==> src/kcpr_pkg.sv <==
// Shared types and constants for the key capture priority router.
// No dependencies; imported by every module of the block.
`default_nettype none
package kcpr_pkg;

  localparam int unsigned CfgIdxW = 3;

  localparam logic [CfgIdxW-1:0] CFG_END_SCAN   = 3'd0;
  localparam logic [CfgIdxW-1:0] CFG_POWER_SCAN = 3'd1;
  localparam logic [CfgIdxW-1:0] CFG_END_KEY    = 3'd2;
  localparam logic [CfgIdxW-1:0] CFG_POWER_KEY  = 3'd3;
  localparam logic [CfgIdxW-1:0] CFG_SYSTEM_APP = 3'd4;
  localparam logic [CfgIdxW-1:0] CFG_HOME_APP   = 3'd5;
  localparam logic [CfgIdxW-1:0] CFG_LONG_MOD   = 3'd6;
  localparam logic [CfgIdxW-1:0] CFG_COMBINED   = 3'd7;

  localparam logic [1:0] FUNC_ADD    = 2'd0;
  localparam logic [1:0] FUNC_UPDATE = 2'd1;
  localparam logic [1:0] FUNC_CANCEL = 2'd2;
  localparam logic [1:0] FUNC_ROUTE  = 2'd3;

  localparam logic [1:0] TYPE_SCAN = 2'd0;
  localparam logic [1:0] TYPE_BAD  = 2'd3;

  localparam logic [2:0] ST_ROUTED    = 3'd0;
  localparam logic [2:0] ST_CAPTURED  = 3'd1;
  localparam logic [2:0] ST_DONE      = 3'd2;
  localparam logic [2:0] ST_BAD_ARG   = 3'd3;
  localparam logic [2:0] ST_FULL      = 3'd4;
  localparam logic [2:0] ST_NOT_FOUND = 3'd5;

  typedef struct packed {
    logic [1:0]  func;
    logic [1:0]  capture_type;
    logic [31:0] code;
    logic [15:0] scan_code;
    logic [31:0] modifiers;
    logic [31:0] modifier_mask;
    logic [31:0] priority_req;
    logic [31:0] window_group;
    logic [31:0] handle;
    logic [31:0] app_id;
    logic [31:0] output_code;
  } req_t;

  typedef struct packed {
    logic [2:0]  status;
    logic [31:0] dest_window_group;
    logic [15:0] out_scan_code;
    logic [31:0] out_key_code;
    logic [31:0] out_modifiers;
    logic [31:0] capture_handle;
  } rsp_t;

  typedef struct packed {
    logic [15:0] end_scan;
    logic [15:0] power_scan;
    logic [31:0] end_key;
    logic [31:0] power_key;
    logic [31:0] system_app;
    logic [31:0] home_app;
    logic [31:0] long_mod;
    logic        combined;
  } cfg_t;

  // controller -> datapath
  typedef struct packed {
    logic load;     // capture request
    logic scan;     // run match / handle search, one slot per cycle
    logic scan_clr; // clear search pointer and found flag
    logic commit;   // apply add/update/cancel, build response
  } cmd_t;

  // datapath -> controller
  typedef struct packed {
    logic scan_last;
  } sts_t;

endpackage
`default_nettype wire

==> src/kcpr_cfg.sv <==
// Configuration register file for the key capture priority router.
// Depends on kcpr_pkg.
`default_nettype none
module kcpr_cfg (
  input  wire logic                          clk,
  input  wire logic                          rst_n,
  input  wire logic                          wr_en,
  input  wire logic [kcpr_pkg::CfgIdxW-1:0]  wr_idx,
  input  wire logic [31:0]                   wr_data,
  output kcpr_pkg::cfg_t                     cfg
);
  import kcpr_pkg::*;
  cfg_t cfg_r;

  always_ff @(posedge clk) begin
    if (!rst_n) cfg_r <= '0;
    else if (wr_en) begin
      case (wr_idx)
        CFG_END_SCAN:   cfg_r.end_scan   <= wr_data[15:0];
        CFG_POWER_SCAN: cfg_r.power_scan <= wr_data[15:0];
        CFG_END_KEY:    cfg_r.end_key    <= wr_data;
        CFG_POWER_KEY:  cfg_r.power_key  <= wr_data;
        CFG_SYSTEM_APP: cfg_r.system_app <= wr_data;
        CFG_HOME_APP:   cfg_r.home_app   <= wr_data;
        CFG_LONG_MOD:   cfg_r.long_mod   <= wr_data;
        CFG_COMBINED:   cfg_r.combined   <= wr_data[0];
        default: ;
      endcase
    end
  end
  assign cfg = cfg_r;
endmodule
`default_nettype wire

==> config.mk <==
export PLATFORM = sky130hd
export DESIGN_NAME = kcpr_cfg
export DESIGN_NICKNAME = d
export VERILOG_FILES = /design/src/kcpr_pkg.sv /design/src/kcpr_cfg.sv
export SDC_FILE = /design/constraint.sdc
export NUM_CORES = 1
export LEC_CHECK = 0
export BUFFER_PORTS_ARGS = -buffer_cell sky130_fd_sc_hd__buf_4
export CAP_MARGIN = 25
export CORE_MARGIN = 3
export CORE_UTILIZATION = 50
export CTS_BUF_LIST = sky130_fd_sc_hd__clkbuf_16
export DETAILED_ROUTE_END_ITERATION = 7
export PLACE_DENSITY = 0.78
export SLEW_MARGIN = 20
export SYNTH_ARGS = -nofsm -noshare
export SYNTH_HDL_FRONTEND = slang
export SYNTH_SLANG_ARGS = --single-unit
==> constraint.sdc <==
create_clock -name clk -period 1.7 [get_ports clk]
set_clock_uncertainty 0.1 [all_clocks]
set_input_delay 0.17 -clock clk [delete_from_list [all_inputs] [get_ports clk]]
set_output_delay 0.17 -clock clk [all_outputs]
set_load 0.05 [all_outputs]
### After elaboration in Yosys (flattened, before gate mapping)

Index checks and enable logic that the tools add are counted.

| storage, ports and cells | value |
|---|---|
| register bits after elaboration | 193 |
| output and inout port bits | 193 |
| word-level logic and storage cells | 24 |

| cells by class | value |
|---|---|
| equality and inequality tests | 7 |
| reduce and logical (&&, ||, !) cells | 9 |

Operators by type and width:

| kind | number |
|---|---|
| AND reduction 2 bit | 8 |
| == test 3 bit, second input constant | 4 |
| == test 3 x 2 -> 1 bit, second input constant | 2 |
| == test 3 x 1 -> 1 bit, second input constant | 1 |
| logical NOT 3 bit | 1 |

### Logic depth before layout (Yosys ltp)

| depth | value |
|---|---|
| depth in word-level cells | 2 |
| gate-level depth with buffers | 5 |

### Least setup slack after synthesis

No wires, ideal clock.

| timing | value |
|---|---|
| path kind | in2reg |
| start point | in wr_idx[1] in the netlist's numbering |
| end point | reg cfg_r, in the netlist cfg[183] |
| library setup time | 0.124 ns |
| arrival | 1.212 ns |
| required time | 1.476 ns |
| path slack | 0.264 ns |
| stages on the path | 5 |
| path through | buf_2 > or4b_1 > buf_6 > buf_12 > mux2i_1 |

| between the ends | value |
|---|---|
| word-level cells in the longest chain between the ends | 2 |

RTL lines:

| what | RTL line | source |
|---|---|---|
| start, declared | kcpr_cfg.sv:8 | `input wire logic [kcpr_pkg::CfgIdxW-1:0] wr_idx,` |
| logical NOT 3 bit | kcpr_cfg.sv:18 | `case (wr_idx)` |
| AND reduction 2 bit (no source line) | -- |  |
| end, declared | kcpr_cfg.sv:13 | `cfg_t cfg_r;` |

No other way between the ends.
A chain may end at the register's enable or synchronous reset.

### Worst setup path after layout

| timing | value |
|---|---|
| start point | reg cfg_r, in the netlist cfg[90] |
| end point | out cfg[90] in the netlist's numbering |

RTL lines:

| what | RTL line | source |
|---|---|---|
| end, declared | kcpr_cfg.sv:10 | `output kcpr_pkg::cfg_t cfg` |

No word-level cell between the ends.

==> impl_metrics.py <==
metrics = {
    "worst_setup_path": {
        "worst_path_largest_cell_delay_ps": 370,
        "critical_path_required_ps": 1430,
        "cp-endpoint": "cfg[90]",
        "crit_path_top_delay_cell": "dfxtp_1",
        "critPathLaunchType": "flip-flop",
        "crit_family": "flip-flops",
        "r2r_slack_ps": 920,
        "critPathMaxFanout": 2,
        "critPathKind": "flip-flop to output port",
        "crit_buf_inv": 1,
        "cp.depth": 1,
        "worst_r2r_path_depth": 2,
        "r2r-end": "cfg[111]",
        "setup.worst_path.start": "cfg[90]",
        "crit_chain": "buf_4",
        "crit_arrival_ps": 1010,
        "r2r_start": "cfg[111]",
        "end_kind": "output port",
    },
    "logic_synthesis": {
        "ys_warn_count": 0,
        "yosysSeqAreaShare_pct": 55.47,
        "synth_cell_types": 14,
        "netlist_instances": 669,
        "syn_avg_cell_area_um2": 10.41,
        "netlist_area_um2": 6965,
        "synthesis.nets": 707,
        "ys_ff_latch": 193,
    },
    "outcome": {
        "status": "finished, final reports clean",
    },
    "sta": {
        "worstMarginPinSlew_ps": 472.0,
        "drv_slew": 0,
        "min_period_ps": 1276,
        "fin_crit_sh_pct": 75.08,
        "setup-tns-final_ps": 0,
        "maxSlewHeadroom_pct": 68.54,
        "max_freq_mhz": 783.5,
        "finalHoldViolCount": 0,
        "rsz0062_at_grt": "no",
        "setup_viol": 0,
    },
    "placement": {
        "gp_congestion": 0.8124,
        "port_buffers": 230,
        "place.detailed.hpwl_um": 13500,
    },
    "finish": {
        "fin_nets": 935,
        "area_growth_pct": 37.22,
        "mostFrequentLayoutCell": "buf_4",
        "drive_gt1_share_pct": 31.21,
        "mostFrequentLayoutCells": "buf_4, nand2_1, mux2i_1, dfxtp_1, clkbuf_16",
        "antenna_cells": 0,
        "largest_reg_flops": 193,
    },
    "floorplan": {
        "initial_core_util_pct": 51.78,
        "ios": 231,
        "die_x_um": 124.0,
        "fp.dieH_um": 124.0,
        "rows": 42,
        "core-area_um2": 13450,
        "die_area_um2": 15380,
    },
    "power_and_ir_drop": {
        "finalPower_w": 0.009472,
        "power.switching_w": 0.002385,
        "switching_share_pct": 25.18,
        "comb_power_share_pct": 10.7,
        "power_frac_seq_pct": 49.4,
        "pwr-share-clk_pct": 39.8,
        "cellPowerDensity_nw_per_um2": 991.0,
        "ir_drop_v": 0.0006226,
        "leakagePower_nw": 4.967,
        "p_int_w": 0.007087,
    },
    "clocking": {
        "numCtsBuffers": 17,
        "cts_buffer_depth": 2,
        "clkSinkCount": 193,
        "cts_root_buf": "clkbuf_16",
        "cts_tree": "yes",
        "cts_resized": 0,
        "clk_latency_ps": 410,
        "htreeDepth": 4,
        "hold_buffers": 5,
        "post-cts-setup-buffers": 0,
        "clk_pin_slew_ps": 70,
    },
    "route": {
        "vias": 5600,
        "drt_iter0_markers": 327,
        "route.detailed.drc": 0,
        "ant_nets": 0,
        "wl_per_cell_um": 17.51,
        "wl_um": 19020,
        "post_drt_via_cell_ratio": 5.157,
        "dr.pass1.iters": 4,
    },
    "grt": {
        "grt_usage_pct": 24.45,
        "antenna_found_initial": 0,
        "grt_max_degree": 33,
        "overflow": 0,
        "grt_pass1_vias": 5730,
        "grt_pass1_wl_um": 29050,
    },
    "hold_path": {
        "hp-class": "input port to flip-flop",
    },
    "flow_run": {
        "max-cap-violations": 0,
    },
}
==> through the flow <==
stage	util (%)	hold slack, ps	setup slack [ps]	std cells	instance area [um^2]
finish	71.05	13.58	423.7	1086	9558
global placement	66.56	344.5	237.4	1049	8954
CTS	71.05	0.1635	411.7	1086	9558
floorplan	-	294.0	263.7	669	6965
detailed placement	66.56	347.0	213.5	1049	8954
global route	71.05	14.44	387.4	1086	9558
==> kinds of logic after synthesis <==
family	share of synthesized area, %
AND/OR/NAND/NOR	13.18
flip-flops	55.47
buffers and inverters	3.611
multiplexers	27.73
==> cell usage after synthesis <==
cell type | number | share of area (%)
dfxtp_1 | 193 | 55
buf_1 | 4 | 0.22
nand4_1 | 1 | 0.090
buf_4 | 1 | 0.11
nand4b_1 | 3 | 0.38
clkbuf_1 | 19 | 1.0
or4b_1 | 1 | 0.14
buf_6 | 2 | 0.32
nand4bb_1 | 1 | 0.16
buf_12 | 1 | 0.29
nand2_1 | 225 | 12
buf_2 | 23 | 1.7
mux2i_1 | 193 | 28
nor4bb_1 | 2 | 0.29
==> power by group through the flow <==
| stage | Clock (W) | Combinational (W) | Sequential [W] |
|---|---|---|---|
| 2_1_floorplan | 0 | 0.000310 | 0.00512 |
| 4_1_cts | 0.00381 | 0.00103 | 0.00468 |
| 6_report | 0.00377 | 0.00102 | 0.00468 |
| 3_3_place_gp | 0 | 0.000992 | 0.00478 |
| 3_5_place_dp | 0 | 0.00101 | 0.00478 |
| 5_1_grt | 0.00401 | 0.00107 | 0.00469 |
==> worst min-delay path by stage <==
stage                startpoint  endpoint  slack [ps]  cells past startpoint
floorplan           wr_data[31]   cfg[96]         290                      2
global placement       cfg[141]  cfg[141]         340                      2
detailed placement     cfg[154]  cfg[154]         350                      2
CTS                 wr_data[30]   cfg[63]         0.2                      3
global route        wr_data[30]   cfg[63]          10                      3
finish              wr_data[29]   cfg[62]          10                      3
==> per-layer routing <==
layer,part of all wire (%),track usage (%),vias up
li1,-,-,2680
met5,0,0,-
met3,8.0,8.038,31
met2,49,41.03,192
met1,41,28.95,2697
met4,2.1,9.719,0
==> final cells by class <==
cell class              count  area (um^2)
fillers                  1005         3895
clock buffers              17        425.4
clock inverters            15        128.9
well taps                 176        220.2
multi-input cells         426         2897
flip-flops and latches    193         3864
repair buffers            259         2023
Power figures use the tool's default switching activity.
