--- src/kcpr_pkg.sv ---
// Shared types and constants for the key capture priority router.
// No dependencies; imported by every module of the block.
`default_nettype none
package kcpr_pkg;

  localparam int unsigned CfgIdxW = 3;

  localparam logic [CfgIdxW-1:0] CFG_END_SCAN   = 3'd0;
  localparam logic [CfgIdxW-1:0] CFG_POWER_SCAN = 3'd1;
  localparam logic [CfgIdxW-1:0] CFG_END_KEY    = 3'd2;
  localparam logic [CfgIdxW-1:0] CFG_POWER_KEY  = 3'd3;
  localparam logic [CfgIdxW-1:0] CFG_SYSTEM_APP = 3'd4;
  localparam logic [CfgIdxW-1:0] CFG_HOME_APP   = 3'd5;
  localparam logic [CfgIdxW-1:0] CFG_LONG_MOD   = 3'd6;
  localparam logic [CfgIdxW-1:0] CFG_COMBINED   = 3'd7;

  localparam logic [1:0] FUNC_ADD    = 2'd0;
  localparam logic [1:0] FUNC_UPDATE = 2'd1;
  localparam logic [1:0] FUNC_CANCEL = 2'd2;
  localparam logic [1:0] FUNC_ROUTE  = 2'd3;

  localparam logic [1:0] TYPE_SCAN = 2'd0;
  localparam logic [1:0] TYPE_BAD  = 2'd3;

  localparam logic [2:0] ST_ROUTED    = 3'd0;
  localparam logic [2:0] ST_CAPTURED  = 3'd1;
  localparam logic [2:0] ST_DONE      = 3'd2;
  localparam logic [2:0] ST_BAD_ARG   = 3'd3;
  localparam logic [2:0] ST_FULL      = 3'd4;
  localparam logic [2:0] ST_NOT_FOUND = 3'd5;

  typedef struct packed {
    logic [1:0]  func;
    logic [1:0]  capture_type;
    logic [31:0] code;
    logic [15:0] scan_code;
    logic [31:0] modifiers;
    logic [31:0] modifier_mask;
    logic [31:0] priority_req;
    logic [31:0] window_group;
    logic [31:0] handle;
    logic [31:0] app_id;
    logic [31:0] output_code;
  } req_t;

  typedef struct packed {
    logic [2:0]  status;
    logic [31:0] dest_window_group;
    logic [15:0] out_scan_code;
    logic [31:0] out_key_code;
    logic [31:0] out_modifiers;
    logic [31:0] capture_handle;
  } rsp_t;

  typedef struct packed {
    logic [15:0] end_scan;
    logic [15:0] power_scan;
    logic [31:0] end_key;
    logic [31:0] power_key;
    logic [31:0] system_app;
    logic [31:0] home_app;
    logic [31:0] long_mod;
    logic        combined;
  } cfg_t;

  // controller -> datapath
  typedef struct packed {
    logic load;     // capture request
    logic scan;     // run match / handle search, one slot per cycle
    logic scan_clr; // clear search pointer and found flag
    logic commit;   // apply add/update/cancel, build response
  } cmd_t;

  // datapath -> controller
  typedef struct packed {
    logic scan_last;
  } sts_t;

endpackage
`default_nettype wire

--- src/kcpr_ctrl.sv ---
// Controller for the key capture priority router.
// Depends on kcpr_pkg; drives kcpr_dp through cmd_t / sts_t.
`default_nettype none
module kcpr_ctrl (
  input  wire logic           clk,
  input  wire logic           rst_n,
  input  wire logic           in_fire,
  output kcpr_pkg::cmd_t      cmd,
  input  kcpr_pkg::sts_t      sts,
  output logic                busy,
  output logic                out_tvalid,
  input  wire logic           out_tready
);
  import kcpr_pkg::*;

  typedef enum logic [1:0] {S_IDLE, S_SCAN, S_COMMIT, S_OUT} state_t;
  state_t state_r, state_nxt;

  always_comb begin
    state_nxt = state_r;
    cmd       = '0;
    case (state_r)
      S_IDLE: begin
        if (in_fire) begin
          cmd.load     = 1'b1;
          cmd.scan_clr = 1'b1;
          state_nxt    = S_SCAN;
        end
      end
      S_SCAN: begin
        cmd.scan = 1'b1;
        if (sts.scan_last) state_nxt = S_COMMIT;
      end
      S_COMMIT: begin
        cmd.commit = 1'b1;
        state_nxt  = S_OUT;
      end
      S_OUT: begin
        if (out_tready) state_nxt = S_IDLE;
      end
      default: state_nxt = S_IDLE;
    endcase
  end

  always_ff @(posedge clk) begin
    if (!rst_n) state_r <= S_IDLE;
    else        state_r <= state_nxt;
  end

  assign busy       = (state_r != S_IDLE);
  assign out_tvalid = (state_r == S_OUT);
endmodule
`default_nettype wire

--- config.mk ---
export PLATFORM = sky130hd
export DESIGN_NAME = kcpr_ctrl
export DESIGN_NICKNAME = d
export VERILOG_FILES = /design/src/kcpr_pkg.sv /design/src/kcpr_ctrl.sv
export SDC_FILE = /design/constraint.sdc
export NUM_CORES = 1
export LEC_CHECK = 0
export ABC_AREA = 0
export ABC_CLOCK_PERIOD_IN_PS = 1400
export BUFFER_PORTS_ARGS = -buffer_cell sky130_fd_sc_hd__buf_2
export CAP_MARGIN = 25
export CORE_AREA = 2 2 39 41
export DETAILED_ROUTE_END_ITERATION = 8
export DIE_AREA = 0 0 41 43
export SETUP_SLACK_MARGIN = 0.15
export SLEW_MARGIN = 20
export SYNTH_ARGS = -nofsm -noshare
export SYNTH_HDL_FRONTEND = slang
export SYNTH_SLANG_ARGS = --single-unit
--- constraint.sdc ---
create_clock -name clk -period 1.4 [get_ports clk]
set_input_delay 0.42 -clock clk [delete_from_list [all_inputs] [get_ports clk]]
set_output_delay 0.42 -clock clk [all_outputs]
set_load 0.05 [all_outputs]
# == Word-level counts from Yosys, hierarchy flattened ==
# Index checks and enable logic that the tools add are counted.
# totals
reg_bits,2
word_cells,18
# classes
n_eq_ne,6
n_mux,8
reduce_logical,3
# ops
cell,count
$pmux W2 S4,1
$mux W2,3
$eq A2 B2 Y1 const B,2
$mux W1,4
$ne A2 B2 Y1 const B,2
$reduce_and A3 Y1,1
$eq A2 B1 Y1 const B,1
$logic_not A2 Y1,1
$ne A2 B1 Y1 const B,1
$reduce_bool A2 Y1,1

# == Longest topological paths before layout ==
# Gate-level depths: netlist of run 1.
# logic_depth
word_depth,3
mapped_depth,5
ltp_nobuf,4

# == Worst setup path after synthesis of run 1 ==
# Ideal clock, no wire load.
# synth_path
path_kind,reg-to-output
start,reg state_r[0]
end,out cmd[3] (netlist bit)
t_arrival_ns,1.864
required_time_ns,0.980
slack_ns,-0.884
stages_incl_launch_ff,6
path_cell_list,dfxtp_1 inv_1 ha_1 inv_1 nor2_1 buf_4
# synth_lines
item,line_no,rtl
"start, declared",kcpr_ctrl.sv:17,"state_t state_r, state_nxt;"
"start signal, assigned",kcpr_ctrl.sv:47,else state_r <= state_nxt;
"end, declared",kcpr_ctrl.sv:8,"output kcpr_pkg::cmd_t cmd,"

==> impl_metrics.json, run 1 <==
{
  "status": "finished, violations left",
  "violations": "setup timing",
  "cp_max_fo": 4,
  "place.port_buffers": 10,
  "regMostFlops": "state_r",
  "synth-seq-area-share": 0.219,
  "initial_core_util": 0.132,
  "diodes": 0,
  "min_period_over_period": 1.12,
  "synth_seq_cells": 2,
  "drive_gt1_frac": 0.714,
  "maxCapViolations": 0,
  "dieArea_um2": 1760,
  "path_clk_slew_ns": 0.03,
  "grt_start_max_net_pins": 5,
  "post_dp_cell_area_um2": 302,
  "drc": 0,
  "skew_ns": 0.00278,
  "path_buf_inv": 3,
  "coreArea_um2": 1380,
  "dr.first_iter.drc_count": 1,
  "critPathLaunchType": "flop",
  "power_mw": 1.13,
  "overflow": 0,
  "cts_tree": "built",
  "syn_nets": 32,
  "via_count": 209,
  "cp_slowest_cell": "dfxtp_4",
  "num-fill-cells": 148,
  "grt_pass1_vias": 199,
  "place_congestion": 0.674,
  "slowest_delay_ns": 0.35,
  "p_leak_nw": 0.203,
  "die_h_um": 43,
  "post-route-cell-area_um2": 430,
  "setup_tns_ns": -0.821,
  "critPathTopFamily": "flip-flops",
  "max-vdd-ir-drop_mv": 0.823,
  "post-route-min-period_ns": 1.56,
  "drtAntennaViolNets": 0,
  "rsz0062_at_grt": "true",
  "grt_pass1_wl_um": 648,
  "worst_pin_slew_ns": 0.266,
  "relSlewSlack": 0.822,
  "clockBufferDepth": 2,
  "clk_latency_ns": 0.22,
  "postCtsHoldBufs": 0,
  "synth.distinct_cells": 10,
  "synth.avg_cell_area_um2": 8.30,
  "cp.arrival_ns": 1.14,
  "layout_setup_ws_ns": -0.163,
  "cts_buffers": 3,
  "hold_viol_final": 0,
  "area_delta_synth_final_pct": 136,
  "synth_area_um2": 183,
  "fmax_mhz": 640,
  "cts.sinks": 2,
  "firstDrtPassIters": 4,
  "antenna_found_initial": 0,
  "path_class": "flop to output port",
  "fin_cells": 58,
  "ys_warn_count": 0,
  "dp_cells": 51,
  "slew_violations": 0,
  "rows": 14,
  "path_cells": "inv_4 > ha_4 > clkinvlp_4 > nor2_4 > buf_6",
  "die_w_um": 41,
  "finish.utilization": 0.311,
  "ioPinCount": 11,
  "critPathRequiredTime_ns": 0.98,
  "htree_levels": 1,
  "reg.largest.list": "state_r: 2 flops",
  "syn_inst": 22,
  "largest_reg_flops": 2,
  "hold_ws_ns": 0.471,
  "setup.worst_path.end_class": "output port",
  "setup_viol": 7,
  "nets": 54,
  "routed_wl_um": 438,
  "avgRoutedWirePerCell_um": 7.55,
  "clock-root-buffer": "clkbuf_4",
  "p_per_area_nw_per_um2": 2630,
  "post-place-ws_ns": -0.0292,
  "grt_util_all_layers": 0.0581,
  "hold_path.class": "primary input to flop",
  "viasPerCell": 3.60
}
## worst register-to-register path, cell delays in order (launching register included)
cell and delay [ns]:
dfxtp_4 0.35, buf_4 0.13, buf_6 0.11, ha_4 0.15, a222oi_1 0.32, buf_4 0.18, mux2i_1 0.17
## cell type report
type	instances	area, um2	share of cell area
clock buffers	3	22.5	0.0523
inverters	6	28.8	0.0669
multi-input cells	13	158	0.366
flip-flops and latches	2	45.0	0.105
well taps	16	20.0	0.0465
repair buffers	18	156	0.363
## report_power, final
part	internal [mW]	switching [mW]
logic	0.397	0.488
clock network	0.0943	0.0298
registers	0.0938	0.0274
total	0.586	0.546
## cell usage after synthesis
| master | number | share of area |
|---|---|---|
| mux2i_1 | 2 | 0.11 |
| dfxtp_1 | 2 | 0.22 |
| ha_1 | 5 | 0.34 |
| buf_4 | 1 | 0.041 |
| nor2_1 | 1 | 0.021 |
| nand2_1 | 3 | 0.062 |
| a222oi_1 | 1 | 0.055 |
| clkinv_1 | 1 | 0.021 |
| inv_1 | 5 | 0.10 |
| o21ai_0 | 1 | 0.027 |
## logic make-up after synthesis
family	share of synthesized area
compound gates	0.0822
fa+ha+maj	0.342
buf+inv	0.164
flops	0.219
mux	0.110
simple gates	0.0822
## worst paths after layout
check	startpoint	endpoint	slack, ns	cells after the start
hold reg to reg	state_r[0]$_SDFFE_PN0P_	state_r[0]$_SDFFE_PN0P_	0.51	2
hold / removal	rst_n	state_r[1]$_SDFFE_PN0P_	0.47	3
setup reg to reg	state_r[0]$_SDFFE_PN0P_	state_r[0]$_SDFFE_PN0P_	-0.09	6
setup / recovery	state_r[0]$_SDFFE_PN0P_	cmd[1]	-0.16	5
## cell usage in the layout (no fill, tap or decap)
| cell | count |
|---|---|
| a222oi_1 | 1 |
| buf_2 | 5 |
| buf_4 | 6 |
| buf_6 | 5 |
| buf_8 | 2 |
| clkbuf_4 | 3 |
| clkinv_1 | 1 |
| clkinvlp_4 | 1 |
| dfxtp_2 | 1 |
| dfxtp_4 | 1 |
| ha_1 | 2 |
| ha_4 | 3 |
| inv_1 | 2 |
| inv_2 | 1 |
| inv_4 | 1 |
| mux2i_1 | 2 |
| nand2_1 | 3 |
| nor2_4 | 1 |
| o21ai_0 | 1 |
## layer usage
| metal | part of all wire | GRT usage | up-vias |
|---|---|---|---|
| met3 | 0.098 | 0.0157 | 0 |
| met1 | 0.43 | 0.0573 | 87 |
| li1 | - | - | 111 |
| met5 | 0 | 0 | - |
| met4 | 0 | 0.0600 | 0 |
| met2 | 0.47 | 0.0875 | 11 |
## what timing repair did
action	4_1_cts	5_1_grt
setup buffers	2	2
pin swaps	2	2
gates resized for setup	13	7
endpoints found under the setup margin	8	8
Power figures use the tool's default switching activity.
==> run 2: changes to the inputs <==
ABC_CLOCK_PERIOD_IN_PS = 1380   (was 1400)
PLACE_DENSITY = 0.45   (was default)
clock period = 1.38 ns   (was 1.4 ns; I/O delays follow)
==> run 2 against run 1 <==
Compared with the run above: register-to-register slack improved by 0.09 ns; global-route usage rose by 1.3 points; clock-buffer cell count did not move; sequential share of layout area fell by 0.32 points; utilization fell by 0.81 points; highest routed layer unchanged; final area fell by 2.6%; critical path depth did not move; the flow still finishes with violations (setup timing); worst hold slack got worse by 0.012 ns; critical path type unchanged; via count fell by 3.8%.
==> impl_metrics.json, run 2 (synthesized netlist as in run 1, its figures left out) <==
{
  "via_count": 201,
  "num-fill-cells": 157,
  "drtAntennaViolNets": 0,
  "clockBufferDepth": 2,
  "path_class": "flop to output port",
  "layout_commonest_cell": "buf_4",
  "initial_core_util": 0.132,
  "place.port_buffers": 10,
  "min_period_over_period": 1.11,
  "worst_pin_slew_ns": 0.284,
  "min_to": "state_r[0]$_SDFFE_PN0P_",
  "violations": "setup timing",
  "hold_ws_ns": 0.459,
  "r2r_start": "state_r[1]$_SDFFE_PN0P_",
  "clock-root-buffer": "clkbuf_4",
  "htree_levels": 1,
  "setup_viol": 7,
  "post-route-min-period_ns": 1.54,
  "viasPerCell": 3.59,
  "antenna_found_initial": 0,
  "layout_setup_ws_ns": -0.158,
  "setup.worst_path.end_class": "output port",
  "slew_violations": 0,
  "hold_path.class": "primary input to flop",
  "place_congestion": 0.624,
  "maxCapViolations": 0,
  "status": "finished, violations left",
  "regMostFlops": "state_r",
  "coreArea_um2": 1380,
  "avgRoutedWirePerCell_um": 8.93,
  "post-dp-hpwl_um": 327,
  "grt_start_max_net_pins": 5,
  "cts.sinks": 2,
  "die_w_um": 41,
  "r2r-end": "state_r[1]$_SDFFE_PN0P_",
  "rr_worst_depth": 6,
  "layout_common_cells": "6 x buf_4, 5 x buf_2, 4 x ha_4",
  "fmax_mhz": 650,
  "rsz0062_at_grt": "true",
  "rows": 14,
  "post-route-cell-area_um2": 419,
  "grt_pass1_wl_um": 800,
  "diodes": 0,
  "grt_pass1_vias": 195,
  "clk_latency_ns": 0.23,
  "cp-startpoint": "state_r[0]$_SDFFE_PN0P_",
  "grt_util_all_layers": 0.0711,
  "post-place-ws_ns": -0.0267,
  "drc": 0,
  "path_clk_slew_ns": 0.03,
  "finish.utilization": 0.303,
  "relSlewSlack": 0.811,
  "routed_wl_um": 500,
  "critPathLaunchType": "flop",
  "largest_reg_flops": 2,
  "dr.first_iter.drc_count": 5,
  "area_delta_synth_final_pct": 129,
  "cts_tree": "built",
  "cts_buffers": 3,
  "ioPinCount": 11,
  "firstDrtPassIters": 4,
  "overflow": 0,
  "cp_max_fo": 3,
  "ff2ff_setup_slack_ns": 0,
  "critPathRequiredTime_ns": 0.97,
  "skew_ns": 0.00596,
  "die_h_um": 43,
  "post_dp_cell_area_um2": 317,
  "hold_start": "rst_n",
  "reg.largest.list": "state_r: 2 flops",
  "holdPathStages": 3,
  "nets": 52,
  "hold_viol_final": 0,
  "cp.arrival_ns": 1.12,
  "dieArea_um2": 1760,
  "drive_gt1_frac": 0.725
}
## run 2: changes by cell type in the layout (fill, tap and decap cells not counted)
cell	delta
buf_6	-3
ha_4	+1
ha_1	-1
inv_2	+1
buf_8	+1
dfxtp_2	+1
inv_4	-1
dfxtp_4	-1
## run 2: what timing repair did
item / CTS / global route
pin swaps: 1 / 0
gates resized for setup: 19 / 0
cloned: 0 / 0
hold buffers: 0 / 0
endpoints found under the hold margin: 0 / 0
endpoints found under the setup margin: 8 / 8
buffers inserted: 0 / 0
## run 2: per-stage QoR
| step | setup TNS (ns) | cells |
|---|---|---|
| floorplan | -0.964 | 22 |
| global placement | -0.0672 | 53 |
| detailed placement | -0.0865 | 53 |
| CTS | -0.749 | 56 |
| global route | -1.23 | 56 |
| finish | -0.674 | 56 |
## run 2: critical path, cell delays in order (launching register included)
cell	delay, ns
dfxtp_2	0.32
inv_2	0.07
ha_4	0.14
clkinvlp_4	0.09
nor2_4	0.11
buf_6	0.16
## run 2: layout make-up
class / instances / area, um2 / share of cell area
clock buffers: 3 / 22.5 / 0.0537
multi-input cells: 13 / 170 / 0.406
well taps: 16 / 20.0 / 0.0478
repair buffers: 16 / 138 / 0.328
inverters: 6 / 26.3 / 0.0627
flip-flops and latches: 2 / 42.5 / 0.101
## run 2: worst max path at each step
| stage | endpoint | slack [ns] |
|---|---|---|
| global route | cmd[1] | -0.23 |
| global placement | state_r[1]$_SDFFE_PN0P_ | -0.02 |
| CTS | cmd[1] | -0.17 |
| detailed placement | state_r[1]$_SDFFE_PN0P_ | -0.03 |
| floorplan | cmd[3] | -0.44 |
| finish | cmd[1] | -0.16 |
## run 2: layer usage
layer / track usage / part of all wire / wire length, um
met1: 0.0541 / 0.35 / 175
met2: 0.131 / 0.56 / 280
met5: 0 / 0 / 0
met4: 0 / 0 / 0
met3: 0.0628 / 0.090 / 45
Power of run 2 is not shown: default switching activity piles up to over one toggle a cycle in this logic, so the estimate is an artifact.
